### src/design/hqt_pkg.sv
// Package for the hysteresis threshold unit: state encoding, request/result
// and configuration types, register indexes and reset values.
// No dependencies.
package hqt_pkg;

   typedef enum logic [1:0] {
      ST_OFF_STABLE  = 2'd0,
      ST_OFF_PENDING = 2'd1,
      ST_ON_STABLE   = 2'd2,
      ST_ON_PENDING  = 2'd3
   } state_type;

   localparam int unsigned CSR_IDX_W = 3;

   typedef enum logic [CSR_IDX_W-1:0] {
      CSR_ON_THRESHOLD  = 3'd0,
      CSR_OFF_THRESHOLD = 3'd1,
      CSR_ON_HOLD_MS    = 3'd2,
      CSR_OFF_HOLD_MS   = 3'd3,
      CSR_KEEP_ALIVE_MS = 3'd4,
      CSR_FORCE_REPORT  = 3'd5
   } csr_index_type;

   // 0.1 in Q16.16, rounded to nearest
   localparam logic signed [31:0] THRESHOLD_RESET  = 32'sd6554;
   localparam logic [31:0]        KEEP_ALIVE_RESET = 32'd1800000;

   typedef struct packed {
      logic signed [31:0] on_threshold;
      logic signed [31:0] off_threshold;
      logic [31:0]        on_hold_ms;
      logic [31:0]        off_hold_ms;
      logic [31:0]        keep_alive_ms;
      logic               force_report;
   } cfg_type;

   typedef struct packed {
      logic signed [31:0] sample_value;
      logic [31:0]        now_ms;
      logic               first_sample;
      logic [31:0]        last_report_ms;
      logic               ever_reported;
   } req_type;

   typedef struct packed {
      logic       is_on;
      logic [1:0] state_code;
      logic       report_due;
   } rsp_type;

endpackage

### src/design/hqt_csr.sv
// Configuration register file for the hysteresis threshold unit.
// Depends on hqt_pkg.
module hqt_csr (
   input  logic                           clock,
   input  logic                           reset,
   input  logic                           csr_valid,
   output logic                           csr_ready,
   input  logic [hqt_pkg::CSR_IDX_W-1:0]  csr_index,
   input  logic [31:0]                    csr_data,
   output hqt_pkg::cfg_type               cfg
);
   import hqt_pkg::*;

   cfg_type cfg_ff;
   cfg_type cfg_in;
   logic    wr_en;

   assign csr_ready = 1'b1;
   assign wr_en     = csr_valid & csr_ready;
   assign cfg       = cfg_ff;

   always_comb begin
      cfg_in = cfg_ff;
      if (wr_en) begin
         unique case (csr_index)
            CSR_ON_THRESHOLD:  cfg_in.on_threshold  = csr_data;
            CSR_OFF_THRESHOLD: cfg_in.off_threshold = csr_data;
            CSR_ON_HOLD_MS:    cfg_in.on_hold_ms    = csr_data;
            CSR_OFF_HOLD_MS:   cfg_in.off_hold_ms   = csr_data;
            CSR_KEEP_ALIVE_MS: cfg_in.keep_alive_ms = csr_data;
            CSR_FORCE_REPORT:  cfg_in.force_report  = csr_data[0];
            default: ;  // unmapped index, write dropped
         endcase
      end
   end

   always_ff @(posedge clock) begin
      if (reset) begin
         cfg_ff.on_threshold  <= THRESHOLD_RESET;
         cfg_ff.off_threshold <= THRESHOLD_RESET;
         cfg_ff.on_hold_ms    <= '0;
         cfg_ff.off_hold_ms   <= '0;
         cfg_ff.keep_alive_ms <= KEEP_ALIVE_RESET;
         cfg_ff.force_report  <= 1'b0;
      end else begin
         cfg_ff <= cfg_in;
      end
   end

endmodule

### src/design/hqt_core.sv
// On/off state machine with hold-time qualification and report decision.
// Holds the state and the two pending start times. Depends on hqt_pkg.
module hqt_core (
   input  logic              clock,
   input  logic              reset,
   input  logic              step_valid,
   input  hqt_pkg::req_type  req,
   input  hqt_pkg::cfg_type  cfg,
   output hqt_pkg::rsp_type  rsp
);
   import hqt_pkg::*;

   state_type   state_ff, state_in;
   logic [31:0] on_start_ff, on_start_in;
   logic [31:0] off_start_ff, off_start_in;

   logic        above_on, below_off;
   logic        on_expired, off_expired;
   logic        keep_alive_due;
   logic        confirmed;
   logic [31:0] on_elapsed, off_elapsed, report_age;

   assign above_on    = $signed(req.sample_value) > $signed(cfg.on_threshold);
   assign below_off   = $signed(req.sample_value) < $signed(cfg.off_threshold);
   assign on_elapsed  = req.now_ms - on_start_ff;
   assign off_elapsed = req.now_ms - off_start_ff;
   assign report_age  = req.now_ms - req.last_report_ms;
   assign on_expired  = on_elapsed > cfg.on_hold_ms;
   assign off_expired = off_elapsed > cfg.off_hold_ms;

   // next state
   always_comb begin
      state_in     = state_ff;
      on_start_in  = on_start_ff;
      off_start_in = off_start_ff;
      if (req.first_sample) begin
         on_start_in  = '0;
         off_start_in = '0;
         state_in     = below_off ? ST_OFF_STABLE : ST_ON_STABLE;
      end else begin
         unique case (state_ff)
            ST_OFF_STABLE: begin
               if (above_on) begin
                  if (cfg.on_hold_ms != '0) begin
                     on_start_in = req.now_ms;
                     state_in    = ST_OFF_PENDING;
                  end else begin
                     state_in = ST_ON_STABLE;
                  end
               end
            end
            ST_OFF_PENDING: begin
               if (!above_on) begin
                  state_in = ST_OFF_STABLE;
               end else if (on_expired) begin
                  state_in = ST_ON_STABLE;
               end
            end
            ST_ON_STABLE: begin
               if (below_off) begin
                  if (cfg.off_hold_ms != '0) begin
                     off_start_in = req.now_ms;
                     state_in     = ST_ON_PENDING;
                  end else begin
                     state_in = ST_OFF_STABLE;
                  end
               end
            end
            ST_ON_PENDING: begin
               if (!below_off) begin
                  state_in = ST_ON_STABLE;
               end else if (off_expired) begin
                  state_in = ST_OFF_STABLE;
               end
            end
            default: state_in = ST_OFF_STABLE;
         endcase
      end
   end

   // outputs: a confirmed change crosses to the stable state of the other side
   always_comb begin
      keep_alive_due = report_age >= cfg.keep_alive_ms;
      confirmed      = !req.first_sample &&
                       ((!state_ff[1] && state_in == ST_ON_STABLE) ||
                        (state_ff[1] && state_in == ST_OFF_STABLE));
      rsp.is_on      = state_in[1];
      rsp.state_code = state_in;
      rsp.report_due = cfg.force_report | ~req.ever_reported | keep_alive_due | confirmed;
   end

   always_ff @(posedge clock) begin
      if (reset) begin
         state_ff     <= ST_OFF_STABLE;
         on_start_ff  <= '0;
         off_start_ff <= '0;
      end else if (step_valid) begin
         state_ff     <= state_in;
         on_start_ff  <= on_start_in;
         off_start_ff <= off_start_in;
      end
   end

`ifndef NO_ASSERTIONS
   a_hold_when_idle: assert property (@(posedge clock) disable iff (reset)
      !step_valid |=> $stable(state_ff) && $stable(on_start_ff) && $stable(off_start_ff))
      else $error("state changed without a request");

   a_first_init: assert property (@(posedge clock) disable iff (reset)
      step_valid && req.first_sample |=>
         (state_ff == ST_ON_STABLE || state_ff == ST_OFF_STABLE) &&
         on_start_ff == '0 && off_start_ff == '0)
      else $error("first sample did not initialize state");

   a_on_start_capture: assert property (@(posedge clock) disable iff (reset)
      step_valid && !req.first_sample && state_ff == ST_OFF_STABLE &&
      state_in == ST_OFF_PENDING |=> on_start_ff == $past(req.now_ms))
      else $error("on start time not captured");

   a_confirm_reports: assert property (@(posedge clock) disable iff (reset)
      step_valid && !req.first_sample && state_ff == ST_ON_PENDING &&
      state_in == ST_OFF_STABLE |-> rsp.report_due)
      else $error("confirmed off without report");
`endif

endmodule

### src/design/hysteresis_qualified_threshold_fsm_unit.sv
// Hysteresis threshold classifier with hold-time qualification, top level.
// A request passes through the input register, then the state update writes
// the result register. Throughput: one request per cycle unless rsp_stall
// holds a valid result; the result register backs up the input register under rsp_stall.
// Synchronous active-high reset clears both valid flags, the state
// (off-stable, start times zero) and loads register defaults.
module hysteresis_qualified_threshold_fsm_unit (
   input  logic                          clock,
   input  logic                          reset,
   input  logic                          req_valid,
   output logic                          req_stall,
   input  logic signed [31:0]            req_sample_value,
   input  logic [31:0]                   req_now_ms,
   input  logic                          req_first_sample,
   input  logic [31:0]                   req_last_report_ms,
   input  logic                          req_ever_reported,
   output logic                          rsp_valid,
   input  logic                          rsp_stall,
   output logic                          rsp_is_on,
   output logic [1:0]                    rsp_state_code,
   output logic                          rsp_report_due,
   input  logic                          csr_valid,
   output logic                          csr_ready,
   input  logic [hqt_pkg::CSR_IDX_W-1:0] csr_index,
   input  logic [31:0]                   csr_data
);
   import hqt_pkg::*;

   cfg_type cfg;
   req_type req_ff;
   rsp_type rsp_ff, rsp_calc;
   logic    in_vld_ff, in_vld_in;
   logic    out_vld_ff, out_vld_in;
   logic    accept, advance;

   assign advance   = in_vld_ff & (~out_vld_ff | ~rsp_stall);
   assign req_stall = in_vld_ff & ~advance;
   assign accept    = req_valid & ~req_stall;
   assign in_vld_in  = accept | (in_vld_ff & ~advance);
   assign out_vld_in = advance | (out_vld_ff & rsp_stall);

   hqt_csr u_csr (
      .clock     (clock),
      .reset     (reset),
      .csr_valid (csr_valid),
      .csr_ready (csr_ready),
      .csr_index (csr_index),
      .csr_data  (csr_data),
      .cfg       (cfg)
   );

   hqt_core u_core (
      .clock      (clock),
      .reset      (reset),
      .step_valid (advance),
      .req        (req_ff),
      .cfg        (cfg),
      .rsp        (rsp_calc)
   );

   always_ff @(posedge clock) begin
      if (reset) begin
         in_vld_ff  <= 1'b0;
         out_vld_ff <= 1'b0;
      end else begin
         in_vld_ff  <= in_vld_in;
         out_vld_ff <= out_vld_in;
      end
   end

   always_ff @(posedge clock) begin
      if (accept) begin
         req_ff.sample_value   <= req_sample_value;
         req_ff.now_ms         <= req_now_ms;
         req_ff.first_sample   <= req_first_sample;
         req_ff.last_report_ms <= req_last_report_ms;
         req_ff.ever_reported  <= req_ever_reported;
      end
      if (advance) begin
         rsp_ff <= rsp_calc;
      end
   end

   assign rsp_valid      = out_vld_ff;
   assign rsp_is_on      = rsp_ff.is_on;
   assign rsp_state_code = rsp_ff.state_code;
   assign rsp_report_due = rsp_ff.report_due;

endmodule
### config.mk
export PLATFORM = sky130hd
export DESIGN_NAME = hysteresis_qualified_threshold_fsm_unit
export DESIGN_NICKNAME = d
export VERILOG_FILES = /design/src/design/hqt_pkg.sv /design/src/design/hqt_csr.sv /design/src/design/hqt_core.sv /design/src/design/hysteresis_qualified_threshold_fsm_unit.sv
export SDC_FILE = /design/constraint.sdc
export NUM_CORES = 1
export LEC_CHECK = 0
export BUFFER_PORTS_ARGS = -buffer_cell sky130_fd_sc_hd__buf_2
export CAP_MARGIN = 20
export CORE_MARGIN = 5
export CORE_UTILIZATION = 50
export CTS_CLUSTER_DIAMETER = 100
export CTS_CLUSTER_SIZE = 30
export DETAILED_ROUTE_END_ITERATION = 8
export GPL_ROUTABILITY_DRIVEN = 0
export MAX_ROUTING_LAYER = met4
export PLACE_DENSITY = 0.71
export SLEW_MARGIN = 20
export SYNTH_ARGS = -nofsm -noshare
export SYNTH_HDL_FRONTEND = slang
export SYNTH_SLANG_ARGS = --single-unit
### constraint.sdc
create_clock -name clock -period 11.95 [get_ports clock]
set_clock_uncertainty 0.2 [all_clocks]
set_input_delay 0.5975 -clock clock [delete_from_list [all_inputs] [get_ports clock]]
set_output_delay 0.5975 -clock clock [all_outputs]
set_load 0.1 [all_outputs]
==> results of run 1 <==
[metal layers]
metal	track usage (%)	part of all wire, %	up-vias
met3	2.838	5.3	107
met5	-	0	-
met1	29.53	42	8264
li1	-	-	8591
met4	7.365	3.2	0
met2	42.26	50	503
[registers in the layout (all words and copies together) (netlist names)]
name / cells
u_core.on_start_ff: 32
u_core.state_ff: 2
u_core.off_start_ff: 32
rsp_is_on: 1
req_ff: 98
rsp_state_code: 1
rsp_valid: 1
rsp_report_due: 1
u_csr.cfg: 161
in_vld_ff: 1
[final timing paths]
path | startpoint | endpoint | slack [ns] | cells after the start
max | req_ff[35] | u_core.state_ff[1] | 6.21 | 19
max reg2reg | req_ff[35] | u_core.state_ff[1] | 6.21 | 19
min reg2reg | u_csr.cfg[3] | u_csr.cfg[3] | 0.26 | 2
min | req_last_report_ms[2] | req_ff[3] | 0.02 | 1
[stage by stage]
stage / instance area, um2 / utilization, %
2_1_floorplan: 20830 / -
3_3_place_gp: 22010 / 53.67
3_5_place_dp: 22010 / 53.67
4_1_cts: 22540 / 54.96
5_1_grt: 22560 / 55.00
6_report: 22560 / 55.00
[layout by cell type, fill, tap and decap left out, types with 19 or more instances in the layout]
master    synthesis  layout
a21oi_1         261     261
mux2_4           30      30
xor2_1           20      20
a21o_1           50      50
mux2i_1          34      34
o21ai_0          66      66
nor3_1           25      23
nand2_1         455     454
xnor2_1          67      67
nor2_1          132     130
ha_1            252     252
buf_2             3     142
nand3_1          22      22
a21oi_2          33      32
inv_1           274     274
nand4_1          37      37
dfxtp_1         229     229
nor4_1           19      19
nor2b_1          52      51
a211o_1          21      21
edfxtp_1        101     101
[power breakdown]
part / leakage (nW) / internal (mW) / switching, mW / total (mW)
clock: 0.253 / 0.276 / 0.387 / 0.664
sequential: 2.84 / 1.19 / 0.0286 / 1.22
combinational: 5.73 / 0.236 / 0.361 / 0.597
total: 8.82 / 1.71 / 0.777 / 2.48
[cells by family (layout without fill, tap and decap cells)]
kind of cell / after synthesis / in the layout / share of synthesized area [%]
compound gates: 550 / 550 / 16.69
buf+inv: 356 / 467 / 6.704
xor+xnor: 87 / 87 / 3.659
flops: 330 / 330 / 36.57
fa+ha+maj: 255 / 255 / 15.43
simple gates: 803 / 803 / 17.03
mux: 66 / 66 / 3.905
other cells: 1 / 3 / 0.01801
[critical path, stage by stage (launching register included)]
cell and delay, ns:
edfxtp_1 0.57, ha_1 0.35, nand2b_1 0.07, a211oi_1 0.38
o31a_1 0.35, a311oi_1 0.23, o31ai_1 0.41, a21oi_1 0.19
a21oi_1 0.29, o221ai_1 0.20, xnor2_1 0.18, ha_1 0.30
and4_1 0.20, nand4_1 0.19, nor3_1 0.30, a21boi_0 0.26
o21ai_0 0.22, o21ai_0 0.21, a21oi_1 0.10, a2111oi_0 0.42
[cell type report]
cell class              instances  area (um2)
multi-input cells            1762       11850
fillers                      3766       18460
repair buffers                163       879.6
inverters                     276        1036
diodes                          2       5.005
well taps                     532       665.6
clock inverters                 8       72.57
flip-flops and latches        330        7617
clock buffers                  20       436.7
==> impl_metrics.env, run 1 <==
export IMPL_outcome="finished clean"
export IMPL_clockBufferDepth=3
export IMPL_cts_tree="built"
export IMPL_viasPerCell=5.647
export IMPL_synth_area_um2=20830
export IMPL_drcViolationCount=0
export IMPL_ant_nets=0
export IMPL_vdd_drop_max_mv=0.1169
export IMPL_htreeDepth=1
export IMPL_vias=17465
export IMPL_worstPathArrival_ns=5.95
export IMPL_grt_overflow=0
export IMPL_synth_seq_cells=330
export IMPL_clk_pin_slew_ns=0.12
export IMPL_clk_latency_ns=0.55
export IMPL_leakage_nw=8.823
export IMPL_rsz0062_at_grt="false"
export IMPL_drv_cap=0
export IMPL_postCtsSetupBuffers=0
export IMPL_drt_initial_drc_count=1296
export IMPL_syn_to_final_growth_pct=8.314
export IMPL_crit_path_start_kind="flip-flop"
export IMPL_synthesis_nets=2841
export IMPL_dieArea_um2=45840
export IMPL_fmax_ghz=0.1743
export IMPL_final_setup_viol_count=0
export IMPL_synth_edff_count=101
export IMPL_synth_warnings=0
export IMPL_ys_seq_area_share_pct=36.57
export IMPL_nets=2942
export IMPL_hold_buffers=2
export IMPL_io_pins=145
export IMPL_place_hpwl_mm=43.24
export IMPL_port_buffers=143
export IMPL_dieHeight_um=214.1
export IMPL_placementRows=74
export IMPL_tightest_slew_ns=1.044
export IMPL_ys_types=77
export IMPL_finalPower_mw=2.484
export IMPL_tns_ns=0
export IMPL_wl_per_cell_um=18.26
export IMPL_whs_ns=0.02118
export IMPL_synth_top_area_share_pct=22.01
export IMPL_slew_viol_final=0
export IMPL_chipWidth_um=214.1
export IMPL_grt_pass1_vias=17300
export IMPL_critPathCaptureType="flip-flop"
export IMPL_avgSynthCellArea_um2=8.508
export IMPL_drt_first_pass_iters=6
export IMPL_hold_viol_final=0
export IMPL_track_usage_pct=24.19
export IMPL_fin_crit_ns=5.739
export IMPL_netlist_top_cells_count="455 x nand2_1, 274 x inv_1, 261 x a21oi_1"
export IMPL_synthArstFlopShare_pct=0
export IMPL_wl_mm=56.47
export IMPL_synth_ff_type="dfxtp_1"
export IMPL_coreArea_um2=41020
export IMPL_drive_gt1_share_pct=10.47
export IMPL_cts_sinks=330
export IMPL_final_cells=3093
export IMPL_critPathRequiredTime_ns=12.16
export IMPL_placedCellCount=3060
export IMPL_place_ws_ns=6.455
export IMPL_yosys_top_cells_area="dfxtp_1 22%, ha_1 15%, edfxtp_1 15%"
export IMPL_cts_made_buffers=16
export IMPL_power_density_nw_per_um2=110.1
export IMPL_start_util_pct=50.78
export IMPL_cts_resized=0
export IMPL_grt_max_degree=89
export IMPL_critPathKind="flip-flop to flip-flop"
export IMPL_fin_ws_ns=6.211
export IMPL_syn_inst=2448
export IMPL_fin_crit_sh_pct=48.02
export IMPL_yosys_cell_count_top_type="nand2_1"
export IMPL_yosys_area_top_type="dfxtp_1"
export IMPL_clockRootBuffer="clkbuf_16"
export IMPL_path_max_fanout=7
export IMPL_grt_pass1_wl_mm=88.80
export IMPL_hp_class="input port to flip-flop"
export IMPL_grt_antenna_before_repair=2
export IMPL_max_slew_margin_pct=30.42
Power figures use the tool's default switching activity.
==> run 2, diff against run 1 <==
Clock period 11.95 ns to 5.6 ns, I/O delays scaled along.
==> run 2 against run 1 <==
  * Critical endpoint unchanged
  * Worst hold slack better by 0.035 ns
  * Combinational power up 130%
  * Global-route usage up 2.4 points
  * Non-clock buffer count up 135
  * Power up 120%
  * Die area unchanged
  * Via count up 4.6%
  * Cell count up 4.3%
  * Critical path type unchanged
  * Sequential share of layout area down 2.0 points
  * Clock-buffer cell count up 2
  * Setup slack worse by 6.0 ns
  * Fmax up 6.5%
==> impl_metrics.env, run 2 (synthesis gave the netlist of run 1 again) <==
export IMPL_placedCellCount=3062
export IMPL_drive_gt1_share_pct=10.39
export IMPL_grt_max_degree=107
export IMPL_outcome="finished clean"
export IMPL_wl_mm=61.66
export IMPL_clockRootBuffer="clkbuf_16"
export IMPL_largest_register_ffs=161
export IMPL_tns_ns=0
export IMPL_fin_ws_ns=0.2097
export IMPL_fin_crit_sh_pct=96.26
export IMPL_critPathCaptureType="flip-flop"
export IMPL_slew_viol_final=0
export IMPL_grt_overflow=0
export IMPL_crit_top_cell="o21ai_0"
export IMPL_nets=3077
export IMPL_crit_path_start_kind="flip-flop"
export IMPL_final_cells=3227
export IMPL_port_buffers=143
export IMPL_dieArea_um2=45840
export IMPL_viasPerCell=5.660
export IMPL_grt_antenna_before_repair=1
export IMPL_htreeDepth=1
export IMPL_power_density_nw_per_um2=229.2
export IMPL_grt_pass1_vias=17928
export IMPL_cpPeakStageDelay_ns=0.49
export IMPL_cts_made_buffers=16
export IMPL_place_hpwl_mm=45.74
export IMPL_worstPathCellList="ha_1 > a2111oi_4 > o21ai_0 > a31o_2 > a21oi_1 > o31a_1 > o21ai_0 > nor2_1 > xnor2_1 > ha_1 > and4_1 > a221o_1 > a2111oi_2 > buf_4 > a2bb2oi_1 > o21ai_0 > o21ai_0 > a21oi_1 > a2111oi_1"
export IMPL_vias=18264
export IMPL_clk_latency_ns=0.56
export IMPL_tightest_slew_ns=1.048
export IMPL_max_slew_margin_pct=29.98
export IMPL_cts_sinks=330
export IMPL_placementRows=74
export IMPL_worstPathArrival_ns=5.63
export IMPL_drt_first_pass_iters=5
export IMPL_coreArea_um2=41020
export IMPL_leakage_nw=9.411
export IMPL_ff2ff_setup_slack_ns=0.21
export IMPL_clockBufferDepth=3
export IMPL_critPathRequiredTime_ns=5.84
export IMPL_drv_cap=0
export IMPL_drt_initial_drc_count=1361
export IMPL_hold_viol_final=0
export IMPL_wl_per_cell_um=19.11
export IMPL_final_setup_viol_count=0
export IMPL_ant_nets=0
export IMPL_chipWidth_um=214.1
export IMPL_cts_tree="built"
export IMPL_fmax_ghz=0.1855
export IMPL_final_common_cell="nand2_1"
export IMPL_critPathKind="flip-flop to flip-flop"
export IMPL_vdd_drop_max_mv=0.3414
export IMPL_place_ws_ns=-0.1622
export IMPL_hp_class="input port to flip-flop"
export IMPL_fin_util_pct=58.51
export IMPL_dieHeight_um=214.1
export IMPL_r2r_cells=19
export IMPL_drcViolationCount=0
export IMPL_final_cell_mix="454 x nand2_1, 274 x inv_1, 259 x a21oi_1, 252 x ha_1, 229 x dfxtp_1"
export IMPL_clk_pin_slew_ns=0.12
export IMPL_hold_path_cell_count=2
export IMPL_cp_slowest_cell="edfxtp_1"
export IMPL_syn_to_final_growth_pct=15.22
export IMPL_track_usage_pct=26.60
export IMPL_io_pins=145
export IMPL_path_max_fanout=5
export IMPL_fin_crit_ns=5.390
export IMPL_start_util_pct=50.78
export IMPL_grt_pass1_wl_mm=96.53
==> run 2: critical path: cells and delay by family (launching register included) <==
kind,cells,cell delay [ns]
xor gates and xnor gates,1,0.13
DFF,1,0.49
and+or+nand+nor,2,0.34
adders and majority gates,2,0.70
buffers and inverters,1,0.18
AOI/OAI and AO/OA,13,3.24
==> run 2: metrics by stage <==
| step | cell area [um2] | power (mW) | hold slack, ns |
|---|---|---|---|
| floorplan | 20830 | 3.523 | 0.1789 |
| global placement | 22030 | 3.898 | 0.2416 |
| detailed placement | 22030 | 3.953 | 0.2482 |
| CTS | 23930 | 5.494 | 0.09641 |
| global route | 24000 | 5.743 | 0.1252 |
| finish | 24000 | 5.500 | 0.05625 |
==> run 2: per-layer routing <==
metal	global-route usage [%]	part of all wire [%]	up-vias	wire (um)
met1	33.95	42	8678	25850
met3	2.301	6.1	138	3733
li1	-	-	8844	-
met2	44.34	48	604	29300
met4	10.07	4.5	0	2779
met5	-	0	-	0
==> run 2: worst paths after layout <==
| check | startpoint | end |
|---|---|---|
| min reg2reg | u_csr.cfg[114] | u_csr.cfg[114] |
| max reg2reg | req_ff[38] | u_core.state_ff[1] |
| max | req_ff[38] | u_core.state_ff[1] |
| min | reset | u_csr.cfg[106] |
==> run 2: cell type report <==
cell class              instances  area [um2]
clock buffers                  22       454.2
repair buffers                298        2221
clock inverters                 6       91.34
flip-flops and latches        330        7617
inverters                     276        1036
multi-input cells            1762       11910
diodes                          1       2.502
well taps                     532       665.6
fillers                      3603       17020
==> run 2: power by group <==
part | internal [mW] | total (mW) | switching, mW
Clock | 0.631 | 1.49 | 0.862
Sequential | 2.55 | 2.61 | 0.0626
Combinational | 0.570 | 1.39 | 0.825
Total | 3.75 | 5.50 | 1.75
==> run 2: timing repair <==
action	in CTS	in global routing
hold buffers	134	0
pin swaps	0	2
gates cloned	0	0
hold endpoints to repair	261	0
endpoints found under the setup margin	3	5
buffers inserted	0	2
gates resized for setup	3	9
